===== src/design/htnh_pkg.sv =====
package htnh_pkg;

  localparam int RANK_W     = 10;
  localparam int COUNT_W    = 11;
  localparam int HOP_W      = 5;
  localparam int DEPTH_W    = 4;
  localparam int CFG_IDX_W  = 1;
  localparam int MAX_NODES  = 1024;

  localparam logic [COUNT_W-1:0] MAX_NODES_C = COUNT_W'(MAX_NODES);

  typedef enum logic [CFG_IDX_W-1:0] {
    REG_OWN_RANK   = 1'b0,
    REG_NODE_COUNT = 1'b1
  } cfg_reg_t;

  typedef struct packed {
    logic [RANK_W-1:0]  own_rank;
    logic [COUNT_W-1:0] node_count;
  } cfg_t;

  typedef struct packed {
    logic              found;
    logic [RANK_W-1:0] next_rank;
    logic [HOP_W-1:0]  hop_count;
  } route_t;

  // position of the highest set bit; 0 for a zero word
  function automatic logic [DEPTH_W-1:0] msb_pos(input logic [COUNT_W-1:0] v);
    logic [DEPTH_W-1:0] p;
    p = '0;
    for (int i = 0; i < COUNT_W; i++) begin
      if (v[i]) p = DEPTH_W'(i);
    end
    return p;
  endfunction

endpackage


===== src/design/htnh_cfg.sv =====
module htnh_cfg
  import htnh_pkg::*;
(
  input  logic                 clk,
  input  logic                 rst_n,
  input  logic                 cfg_valid,
  output logic                 cfg_ready,
  input  logic [CFG_IDX_W-1:0] cfg_index,
  input  logic [COUNT_W-1:0]   cfg_wdata,
  output cfg_t                 cfg
);

  logic [RANK_W-1:0]  own_rank_r,   own_rank_nxt;
  logic [COUNT_W-1:0] node_count_r, node_count_nxt;

  assign cfg_ready = 1'b1;

  always_comb begin
    own_rank_nxt   = own_rank_r;
    node_count_nxt = node_count_r;
    if (cfg_valid && cfg_ready) begin
      case (cfg_reg_t'(cfg_index))
        REG_OWN_RANK:   own_rank_nxt   = cfg_wdata[RANK_W-1:0];
        REG_NODE_COUNT: node_count_nxt = cfg_wdata;
        default: ;
      endcase
    end
  end

  always_ff @(posedge clk) begin
    if (!rst_n) begin
      own_rank_r   <= '0;
      node_count_r <= MAX_NODES_C;
    end else begin
      own_rank_r   <= own_rank_nxt;
      node_count_r <= node_count_nxt;
    end
  end

  assign cfg.own_rank   = own_rank_r;
  assign cfg.node_count = node_count_r;

endmodule


===== src/design/htnh_lookup.sv =====
module htnh_lookup
  import htnh_pkg::*;
(
  input  cfg_t              cfg,
  input  logic [RANK_W-1:0] dest_rank,
  output route_t            route
);

  logic [COUNT_W-1:0] limit;
  logic [COUNT_W-1:0] a, b, x, y, diff;
  logic [DEPTH_W-1:0] da, db, sh, dm, bl, dl, sub_sh;
  logic               own_deeper, is_self, dest_ok, own_ok, in_sub;
  logic [RANK_W-1:0]  parent_of_own;
  logic [COUNT_W-1:0] hop_sum;
  logic [COUNT_W-1:0] nxt_wide;

  assign limit = (cfg.node_count > MAX_NODES_C) ? MAX_NODES_C : cfg.node_count;

  assign a  = {1'b0, cfg.own_rank} + COUNT_W'(1);
  assign b  = {1'b0, dest_rank} + COUNT_W'(1);
  assign da = msb_pos(a);
  assign db = msb_pos(b);

  // bring both to the shallower depth, then strip the differing tail
  assign own_deeper = da > db;
  assign sh   = own_deeper ? (da - db) : (db - da);
  assign dm   = own_deeper ? db : da;
  assign x    = own_deeper ? (a >> sh) : a;
  assign y    = own_deeper ? b : (b >> sh);
  assign diff = x ^ y;
  assign bl   = (diff == '0) ? '0 : (msb_pos(diff) + DEPTH_W'(1));
  assign dl   = dm - bl;

  assign hop_sum = COUNT_W'(da) + COUNT_W'(db) - (COUNT_W'(dl) << 1);

  assign in_sub   = (dl == da);
  assign sub_sh   = db - da - DEPTH_W'(1);
  assign nxt_wide = in_sub ? ((b >> sub_sh) - COUNT_W'(1))
                           : ((a >> 1) - COUNT_W'(1));

  assign parent_of_own = (cfg.own_rank - RANK_W'(1)) >> 1;
  assign is_self = dest_rank == cfg.own_rank;
  assign dest_ok = {1'b0, dest_rank} < limit;
  assign own_ok  = ({1'b0, cfg.own_rank} < limit)
                || ((cfg.own_rank != '0) && ({1'b0, parent_of_own} < limit));

  always_comb begin
    route = '0;
    if (is_self) begin
      route.found     = 1'b1;
      route.next_rank = cfg.own_rank;
    end else if (dest_ok && own_ok) begin
      route.found     = 1'b1;
      route.next_rank = nxt_wide[RANK_W-1:0];
      route.hop_count = hop_sum[HOP_W-1:0];
    end
  end

endmodule


===== src/design/heap_tree_next_hop_router.sv =====
// Next-hop lookup in a heap-indexed binary tree (children 2r+1, 2r+2).
// Configuration channel: cfg_valid/cfg_ready with cfg_index and cfg_wdata;
// index 0 sets own_rank (low 10 bits), index 1 sets node_count. cfg_ready
// is always high; write only while no lookup is in flight.
// Request channel: a transaction is taken at each edge with start high and
// busy low. busy never rises, so one lookup is taken every cycle.
// Result channel: out_valid strobes for one cycle with out_found,
// out_next_rank and out_hop_count. A lookup passes from the accepting edge
// through one input register, the lookup logic and one result register.
// Throughput is one lookup per cycle, set by the single-pass lookup logic.
// Reset (rst_n low, synchronous) drops any lookup in flight and restores
// own_rank = 0 and node_count = 1024.
// The receiver has no way to stall; each result is shown exactly once.
module heap_tree_next_hop_router
  import htnh_pkg::*;
(
  input  logic                 clk,
  input  logic                 rst_n,
  input  logic                 start,
  output logic                 busy,
  input  logic [RANK_W-1:0]    in_dest_rank,
  output logic                 out_valid,
  output logic                 out_found,
  output logic [RANK_W-1:0]    out_next_rank,
  output logic [HOP_W-1:0]     out_hop_count,
  input  logic                 cfg_valid,
  output logic                 cfg_ready,
  input  logic [CFG_IDX_W-1:0] cfg_index,
  input  logic [COUNT_W-1:0]   cfg_wdata
);

  cfg_t   cfg;
  route_t route;

  logic              in_vld_r;
  logic [RANK_W-1:0] dest_r;
  logic              out_vld_r;
  route_t            res_r;

  assign busy = 1'b0;

  htnh_cfg u_cfg (
    .clk       (clk),
    .rst_n     (rst_n),
    .cfg_valid (cfg_valid),
    .cfg_ready (cfg_ready),
    .cfg_index (cfg_index),
    .cfg_wdata (cfg_wdata),
    .cfg       (cfg)
  );

  htnh_lookup u_lookup (
    .cfg       (cfg),
    .dest_rank (dest_r),
    .route     (route)
  );

  always_ff @(posedge clk) begin
    if (!rst_n) begin
      in_vld_r  <= 1'b0;
      out_vld_r <= 1'b0;
    end else begin
      in_vld_r  <= start && !busy;
      out_vld_r <= in_vld_r;
    end
  end

  always_ff @(posedge clk) begin
    dest_r <= in_dest_rank;
    res_r  <= route;
  end

  assign out_valid     = out_vld_r;
  assign out_found     = res_r.found;
  assign out_next_rank = res_r.next_rank;
  assign out_hop_count = res_r.hop_count;

  a_take: assert property (@(posedge clk) disable iff (!rst_n)
    start && !busy |=> in_vld_r)
    else $error("accepted transaction not captured");

  a_latency: assert property (@(posedge clk) disable iff (!rst_n)
    in_vld_r |=> out_valid)
    else $error("result strobe missing");

  a_no_ghost: assert property (@(posedge clk) disable iff (!rst_n)
    out_valid |-> $past(in_vld_r))
    else $error("result without request");

  a_miss_zero: assert property (@(posedge clk) disable iff (!rst_n)
    out_valid && !out_found |-> out_next_rank == '0 && out_hop_count == '0)
    else $error("failed lookup carries data");

  a_self: assert property (@(posedge clk) disable iff (!rst_n)
    out_valid && out_found && out_hop_count == '0 |-> out_next_rank == cfg.own_rank)
    else $error("zero-hop route not to self");

endmodule


===== config.mk =====
export PLATFORM = sky130hd
export DESIGN_NAME = heap_tree_next_hop_router
export DESIGN_NICKNAME = d
export VERILOG_FILES = /design/src/design/htnh_pkg.sv /design/src/design/htnh_cfg.sv /design/src/design/htnh_lookup.sv /design/src/design/heap_tree_next_hop_router.sv
export SDC_FILE = /design/constraint.sdc
export NUM_CORES = 1
export LEC_CHECK = 0
export BUFFER_PORTS_ARGS = -buffer_cell sky130_fd_sc_hd__buf_2
export CAP_MARGIN = 20
export CELL_PAD_IN_SITES_DETAIL_PLACEMENT = 1
export CELL_PAD_IN_SITES_GLOBAL_PLACEMENT = 2
export CORE_MARGIN = 5
export CORE_UTILIZATION = 38
export CTS_CLUSTER_SIZE = 12
export DETAILED_ROUTE_END_ITERATION = 7
export PLACE_DENSITY_LB_ADDON = 0.05
export SYNTH_ARGS = -nofsm -noshare
export SYNTH_HDL_FRONTEND = slang
export SYNTH_SLANG_ARGS = --single-unit

===== constraint.sdc =====
create_clock -name clk -period 11.9 [get_ports clk]
set_clock_uncertainty 0.1 [all_clocks]
set_input_delay 0.595 -clock clk [delete_from_list [all_inputs] [get_ports clk]]
set_output_delay 0.595 -clock clk [all_outputs]
set_load 0.1 [all_outputs]

==> results of run 1 <==
==> layout make-up <==
type / instances / area [um^2]
clock buffers: 5 / 125.1
clock inverters: 3 / 28.78
fillers: 2042 / 9666
inverters: 29 / 108.9
multi-input cells: 688 / 5127
flip-flops and latches: 49 / 980.9
well taps: 220 / 275.3
repair buffers: 58 / 330.3
==> worst min-delay path by stage <==
| stage | from | endpoint | slack, ns | depth (start not counted) |
|---|---|---|---|---|
| after floorplan | in_vld_r | out_valid | 0.31 | 1 |
| after global placement | in_vld_r | out_valid | 0.32 | 1 |
| after detailed placement | in_vld_r | out_valid | 0.34 | 1 |
| after CTS | in_dest_rank[4] | dest_r[4] | 0.28 | 1 |
| after global routing | in_dest_rank[4] | dest_r[4] | 0.27 | 1 |
| final | in_dest_rank[8] | dest_r[8] | 0.28 | 1 |
==> timing repair <==
item	CTS	global route
endpoints found under the setup margin	0	1
resized for setup	0	1
setup buffers	0	0
endpoints found under the hold margin	0	0
==> power groups by stage <==
stage	clock network, uW	logic (uW)	registers (uW)
floorplan	0	991	406
global placement	0	1470	229
detailed placement	0	1490	229
CTS	158	1510	227
global route	165	1630	231
finish	155	1510	227
==> Yosys cell counts (all sizes together) (4+ instances only) <==
master   instances
nor2            62
nand3           21
a21o            10
o41ai            4
nand2b          23
and3             8
mux4            12
inv             28
nor2b            8
and4             5
mux2i           28
o31ai            4
ha              46
clkbuf          21
dfxtp           49
nor4            11
o211ai          11
o21ai           48
and2            11
xnor2           60
nand3b           4
mux2             8
a211oi           8
a211o            6
a21oi           47
nor3            19
or4              4
nand4           10
xor2            28
a21boi          22
nand2          108
buf             28
fa               4
a2111oi          4
a22o             4
==> state kept, by name (all words and copies together) (netlist names) <==
| signal | count |
|---|---|
| out_valid | 1 |
| u_cfg.node_count_r | 11 |
| out_found | 1 |
| in_vld_r | 1 |
| u_cfg.own_rank_r | 10 |
| out_next_rank | 10 |
| dest_r | 10 |
| out_hop_count | 5 |
==> metrics by stage <==
step	worst slack [ns]	utilization (%)	area, um^2	hold slack [ns]
2_1_floorplan	3.401	-	6460	0.3119
3_3_place_gp	1.151	40.95	6815	0.3245
3_5_place_dp	1.017	40.95	6815	0.3372
4_1_cts	0.9355	41.88	6969	0.2781
5_1_grt	0.1763	41.92	6977	0.2748
6_report	0.9833	41.92	6977	0.2829
==> per-layer routing <==
metal  global-route usage, %  share of wire (%)  vias up
met5                       0                  0        -
met3                   3.647                3.8       40
met2                   38.21                 43      148
li1                        -                  -     2942
met1                   35.86                 50     3105
met4                   8.618                3.0        0
==> cell families (layout without fill, tap and decap cells) <==
kind of cell             Yosys count  after routing  synth area share (%)
AND/OR/NAND/NOR                  303            303                 24.13
AO/OA/AOI/OAI                    194            194                 21.29
XOR/XNOR                          89             89                 13.17
buffers and inverters             78             95                 5.656
adder cells (fa/ha/maj)           52             52                 10.48
flip-flops                        49             49                 15.18
multiplexers                      48             48                 9.975
other                              2              2                0.1163
==> impl_metrics.py, run 1 <==
metrics = {
    "logic_synthesis": {
        "synth_cell_type_count": 90,
        "synth_edf_count": 0,
        "syn_nets": 891,
        "ys_seq_elements": 49,
        "synthArstFlopShare_pct": 0,
        "synth_flop_cell": "dfxtp_1",
        "synth_top_area_share_pct": 15.18,
        "synth_area_per_cell_um2": 7.926,
        "syn_inst": 815,
        "synth_warnings": 0,
        "ys_seq_area_share_pct": 15.18,
        "synth_top_area_cell": "dfxtp_1",
        "netlist_top_cells_area": "dfxtp_1 15%, ha_1 8.9%, xnor2_1 8.0%",
        "syn_area_mm2": 0.006460,
    },
    "worst_setup_path": {
        "r2r_end": "out_next_rank[8]",
        "arrival_ns": 11.01,
        "path_class": "reg -> reg",
        "slowest_delay_ns": 0.67,
        "cp_top_family": "simple AND/OR/NAND/NOR gates",
        "crit_fanout": 16,
        "cp-endpoint": "out_next_rank[8]",
        "cpMostUsedCell": "ha_1",
        "cp_num_cells": 38,
        "cp_slowest_cell": "dfxtp_1",
        "rr_startpoint": "u_cfg.own_rank_r[1]",
        "cp_num_buf_inv": 3,
        "crit_required_ns": 11.99,
        "worst_setup_path_end_kind": "flop",
        "critPathLaunchType": "flop",
        "r2r_slack_ns": 0.98,
        "startpoint": "u_cfg.own_rank_r[1]",
        "r2r_cells": 38,
    },
    "routing": {
        "firstDrtPassIters": 5,
        "drc": 0,
        "drt-initial-drc-count": 326,
        "drt-wirelength-per-cell_um": 23.40,
        "num_vias": 6235,
        "drtAntennaViolNets": 0,
        "totalWireLength_mm": 24.62,
        "viasPerCell": 5.927,
    },
    "clocking": {
        "cts_buffer_depth": 2,
        "cts_tree": "done",
        "htree_levels": 2,
        "clk_pin_slew_ns": 0.08,
        "worstSkewPairLatency_ns": 0.31,
        "clkSinkCount": 49,
        "ctsHoldBuffers": 0,
        "cts-root-buf": "clkbuf_16",
        "numCtsBuffers": 5,
    },
    "floorplan": {
        "die_y_um": 140.4,
        "dieArea_mm2": 0.01971,
        "floorplan.initialDensity_pct": 38.82,
        "core.rowCount": 47,
        "core_mm2": 0.01664,
        "io_pins": 45,
        "dieWidth_um": 140.4,
    },
    "sta": {
        "timing.final.crit_share_pct": 91.74,
        "setup_tns_ns": 0,
        "finalSetupViolCount": 0,
        "relSlewSlack_pct": 23.83,
        "drv_slew": 0,
        "fin_crit_ns": 10.92,
        "grt_setup_unrepaired": "false",
        "worst_pin_slew_ns": 1.111,
        "hold_violations": 0,
        "fmax_ghz": 0.09160,
    },
    "global_route": {
        "grt_pass1_wl_mm": 38.81,
        "grt_max_degree": 39,
        "grt_pass1_vias": 6583,
        "grt_usage_pct": 24.99,
        "antenna_found_initial": 0,
        "overflow": 0,
    },
    "pwr": {
        "p_int_uw": 845.2,
        "powerDensity_mw_per_mm2": 271.1,
        "max-vdd-ir-drop_uv": 393.1,
        "comb_power_share_pct": 79.8,
        "p_leak_uw": 0.002823,
        "p_clk_share_pct": 8.2,
        "total_power_uw": 1891,
        "p_sw_uw": 1046,
        "swShare_pct": 55.31,
        "power_frac_seq_pct": 12.0,
    },
    "placed_design": {
        "numPortBuffers": 42,
        "routabilityCongestion": 0.9701,
        "hpwlAfterDp_mm": 19.47,
        "dp_cells": 1044,
    },
    "cells_and_area": {
        "drive_gt1_share_pct": 15.99,
        "final_cell_mix": "106 x nand2_1, 59 x xnor2_1, 57 x nor2_1",
        "nets": 907,
        "layoutNonFillerInstCount": 1052,
        "syn2layout_area_growth_pct": 7.999,
        "final_common_cell": "nand2_1",
        "antenna_cells": 0,
    },
    "run": {
        "maxCapViolations": 0,
    },
    "status": {
        "status": "finished, final reports clean",
    },
    "hold_path": {
        "hold_class": "in -> reg",
    },
}
Note: power is estimated with default switching activity, not from simulation.
==> inputs of run 2 (changes only) <==
--- a/config.mk
+++ b/config.mk
@@ -6,14 +6,14 @@
 export NUM_CORES = 1
 export LEC_CHECK = 0
 export BUFFER_PORTS_ARGS = -buffer_cell sky130_fd_sc_hd__buf_2
-export CAP_MARGIN = 20
+export CAP_MARGIN = 15
 export CELL_PAD_IN_SITES_DETAIL_PLACEMENT = 1
 export CELL_PAD_IN_SITES_GLOBAL_PLACEMENT = 2
 export CORE_MARGIN = 5
 export CORE_UTILIZATION = 38
 export CTS_CLUSTER_SIZE = 12
 export DETAILED_ROUTE_END_ITERATION = 7
-export PLACE_DENSITY_LB_ADDON = 0.05
+export PLACE_DENSITY_LB_ADDON = 0.2
 export SYNTH_ARGS = -nofsm -noshare
 export SYNTH_HDL_FRONTEND = slang
 export SYNTH_SLANG_ARGS = --single-unit
==> constraint.sdc (replaced) <==
create_clock -name clk -period 11.9 [get_ports clk]
set_clock_uncertainty 0.1 [all_clocks]
set_input_delay 0 -clock clk [delete_from_list [all_inputs] [get_ports clk]]
set_output_delay 0 -clock clk [all_outputs]
set_load 0.1 [all_outputs]
==> impl_metrics.py, run 2 (same netlist as run 1, synthesis figures left out) <==
metrics = {
    "status": {
        "status": "finished, final reports clean",
    },
    "placed_design": {
        "dp_slack_ns": 1.411,
        "hpwlAfterDp_mm": 19.09,
        "routabilityCongestion": 0.9907,
        "place_area_mm2": 0.006815,
        "numPortBuffers": 42,
    },
    "cells_and_area": {
        "drive_gt1_share_pct": 15.38,
        "seq_area_um2": 980.9,
        "antenna_cells": 0,
        "nets": 933,
        "final_cell_mix": "106 x nand2_1, 59 x xnor2_1, 57 x nor2_1",
        "design_area_mm2": 0.007229,
        "fin_util_pct": 43.44,
        "multi_input_area_mm2": 0.005120,
        "nFillCells": 2037,
        "top_register": "u_cfg.node_count_r",
        "final_common_cell": "nand2_1",
        "largest_reg_flops": 11,
        "syn2layout_area_growth_pct": 11.91,
    },
    "clocking": {
        "numCtsBuffers": 5,
        "ctsHoldBuffers": 26,
        "clk_pin_slew_ns": 0.08,
        "post_cts_buffers": 0,
        "cts-resized-gates": 0,
        "cts_tree": "done",
        "clkSinkCount": 49,
        "cts_buffer_depth": 2,
        "htree_levels": 2,
        "worstSkewPairLatency_ns": 0.31,
        "cts-root-buf": "clkbuf_16",
    },
    "sta": {
        "hold_violations": 0,
        "finalSetupViolCount": 0,
        "timing.final.crit_share_pct": 90.19,
        "fin_crit_ns": 10.73,
        "drv_slew": 0,
        "grt_setup_unrepaired": "false",
        "setup_tns_ns": 0,
        "setup_slack_ns": 1.168,
        "fmax_ghz": 0.09318,
        "relSlewSlack_pct": 25.98,
        "worst_pin_slew_ns": 1.079,
    },
    "floorplan": {
        "dieArea_mm2": 0.01971,
        "core.rowCount": 47,
        "io_pins": 45,
        "die_y_um": 140.4,
        "core_mm2": 0.01664,
        "floorplan.initialDensity_pct": 38.82,
        "dieWidth_um": 140.4,
    },
    "pwr": {
        "max-vdd-ir-drop_uv": 228.1,
        "p_leak_uw": 0.002936,
        "powerDensity_mw_per_mm2": 263.2,
        "total_power_uw": 1903,
    },
    "global_route": {
        "overflow": 0,
        "use_met3_pct": 2.795,
        "antenna_found_initial": 0,
        "grt_pass1_wl_mm": 39.04,
        "met2_usage_pct": 39.31,
        "use_met1_pct": 36.27,
        "grt_max_degree": 39,
        "grt_pass1_vias": 6676,
        "grt_usage_pct": 25.00,
        "busiest_layer": "met2",
    },
    "worst_setup_path": {
        "r2r_cells": 38,
        "cp_top_family": "simple AND/OR/NAND/NOR gates",
        "cpMostUsedCell": "ha_1",
        "r2r_slack_ns": 1.17,
        "slowest_delay_ns": 0.61,
        "arrival_ns": 10.83,
        "cp_num_buf_inv": 5,
        "cp_slowest_cell": "or4_4",
        "startpoint": "u_cfg.own_rank_r[1]",
        "critPathLaunchType": "flop",
        "worst_setup_path_end_kind": "flop",
        "path_class": "reg -> reg",
        "r2r_end": "out_next_rank[8]",
        "crit_required_ns": 12.00,
        "rr_startpoint": "u_cfg.own_rank_r[1]",
        "crit_fanout": 19,
    },
    "routing": {
        "drt-wirelength-per-cell_um": 22.77,
        "viasPerCell": 5.996,
        "drt-initial-drc-count": 453,
        "firstDrtPassIters": 6,
        "drc": 0,
        "num_vias": 6464,
        "totalWireLength_mm": 24.54,
        "drtAntennaViolNets": 0,
    },
    "hold_path": {
        "hold_class": "in -> reg",
        "min_from": "cfg_index",
        "min_to": "u_cfg.own_rank_r[3]",
        "hold_depth": 4,
    },
    "run": {
        "maxCapViolations": 0,
    },
}
==> run 2: power breakdown <==
| part | switching, uW | internal [uW] |
|---|---|---|
| Sequential | 21.0 | 205 |
| Clock | 74.5 | 80.8 |
| Combinational | 961 | 560 |
==> run 2: worst register-to-register path: cells and delay by family, from the launching register on <==
family,cells,cell delay [ns]
and+or+nand+nor,12,3.57
adders and majority gates,6,1.85
AOI/OAI and AO/OA,8,1.71
xor gates and xnor gates,5,1.36
buffers and inverters,5,0.84
muxes,2,0.62
DFF,1,0.59
==> run 2: per-layer routing <==
metal	vias to the layer above	wire [um]
met1	3247	11810
met5	-	0
met3	35	1202
met2	194	10950
li1	2988	-
met4	0	584
==> run 2: how the worst max path moves through the flow <==
stage / end / slack, ns / cells after the start
6_report: out_next_rank[8] / 1.17 / 38
5_1_grt: out_next_rank[8] / 0.54 / 38
4_1_cts: out_next_rank[8] / 1.34 / 38
3_5_place_dp: out_next_rank[8] / 1.41 / 38
3_3_place_gp: out_next_rank[8] / 1.61 / 37
2_1_floorplan: out_next_rank[8] / 3.40 / 44
==> run 2: stage by stage <==
stage	hold slack (ns)	cells
after floorplan	-0.07228	815
after global routing	0.08312	1078
after CTS	0.05361	1078
after global placement	0.004040	1044
final	0.05819	1078
after detailed placement	0.003936	1044
==> run 2: final cells by class <==
class                      instances  area share (%)
inverter                          29           1.506
timing repair buffer              84           8.169
clock inverter                     3          0.3981
sequential                        49           13.57
tap                              220           3.808
multi-input combinational        688           70.82
clock buffer                       5           1.731
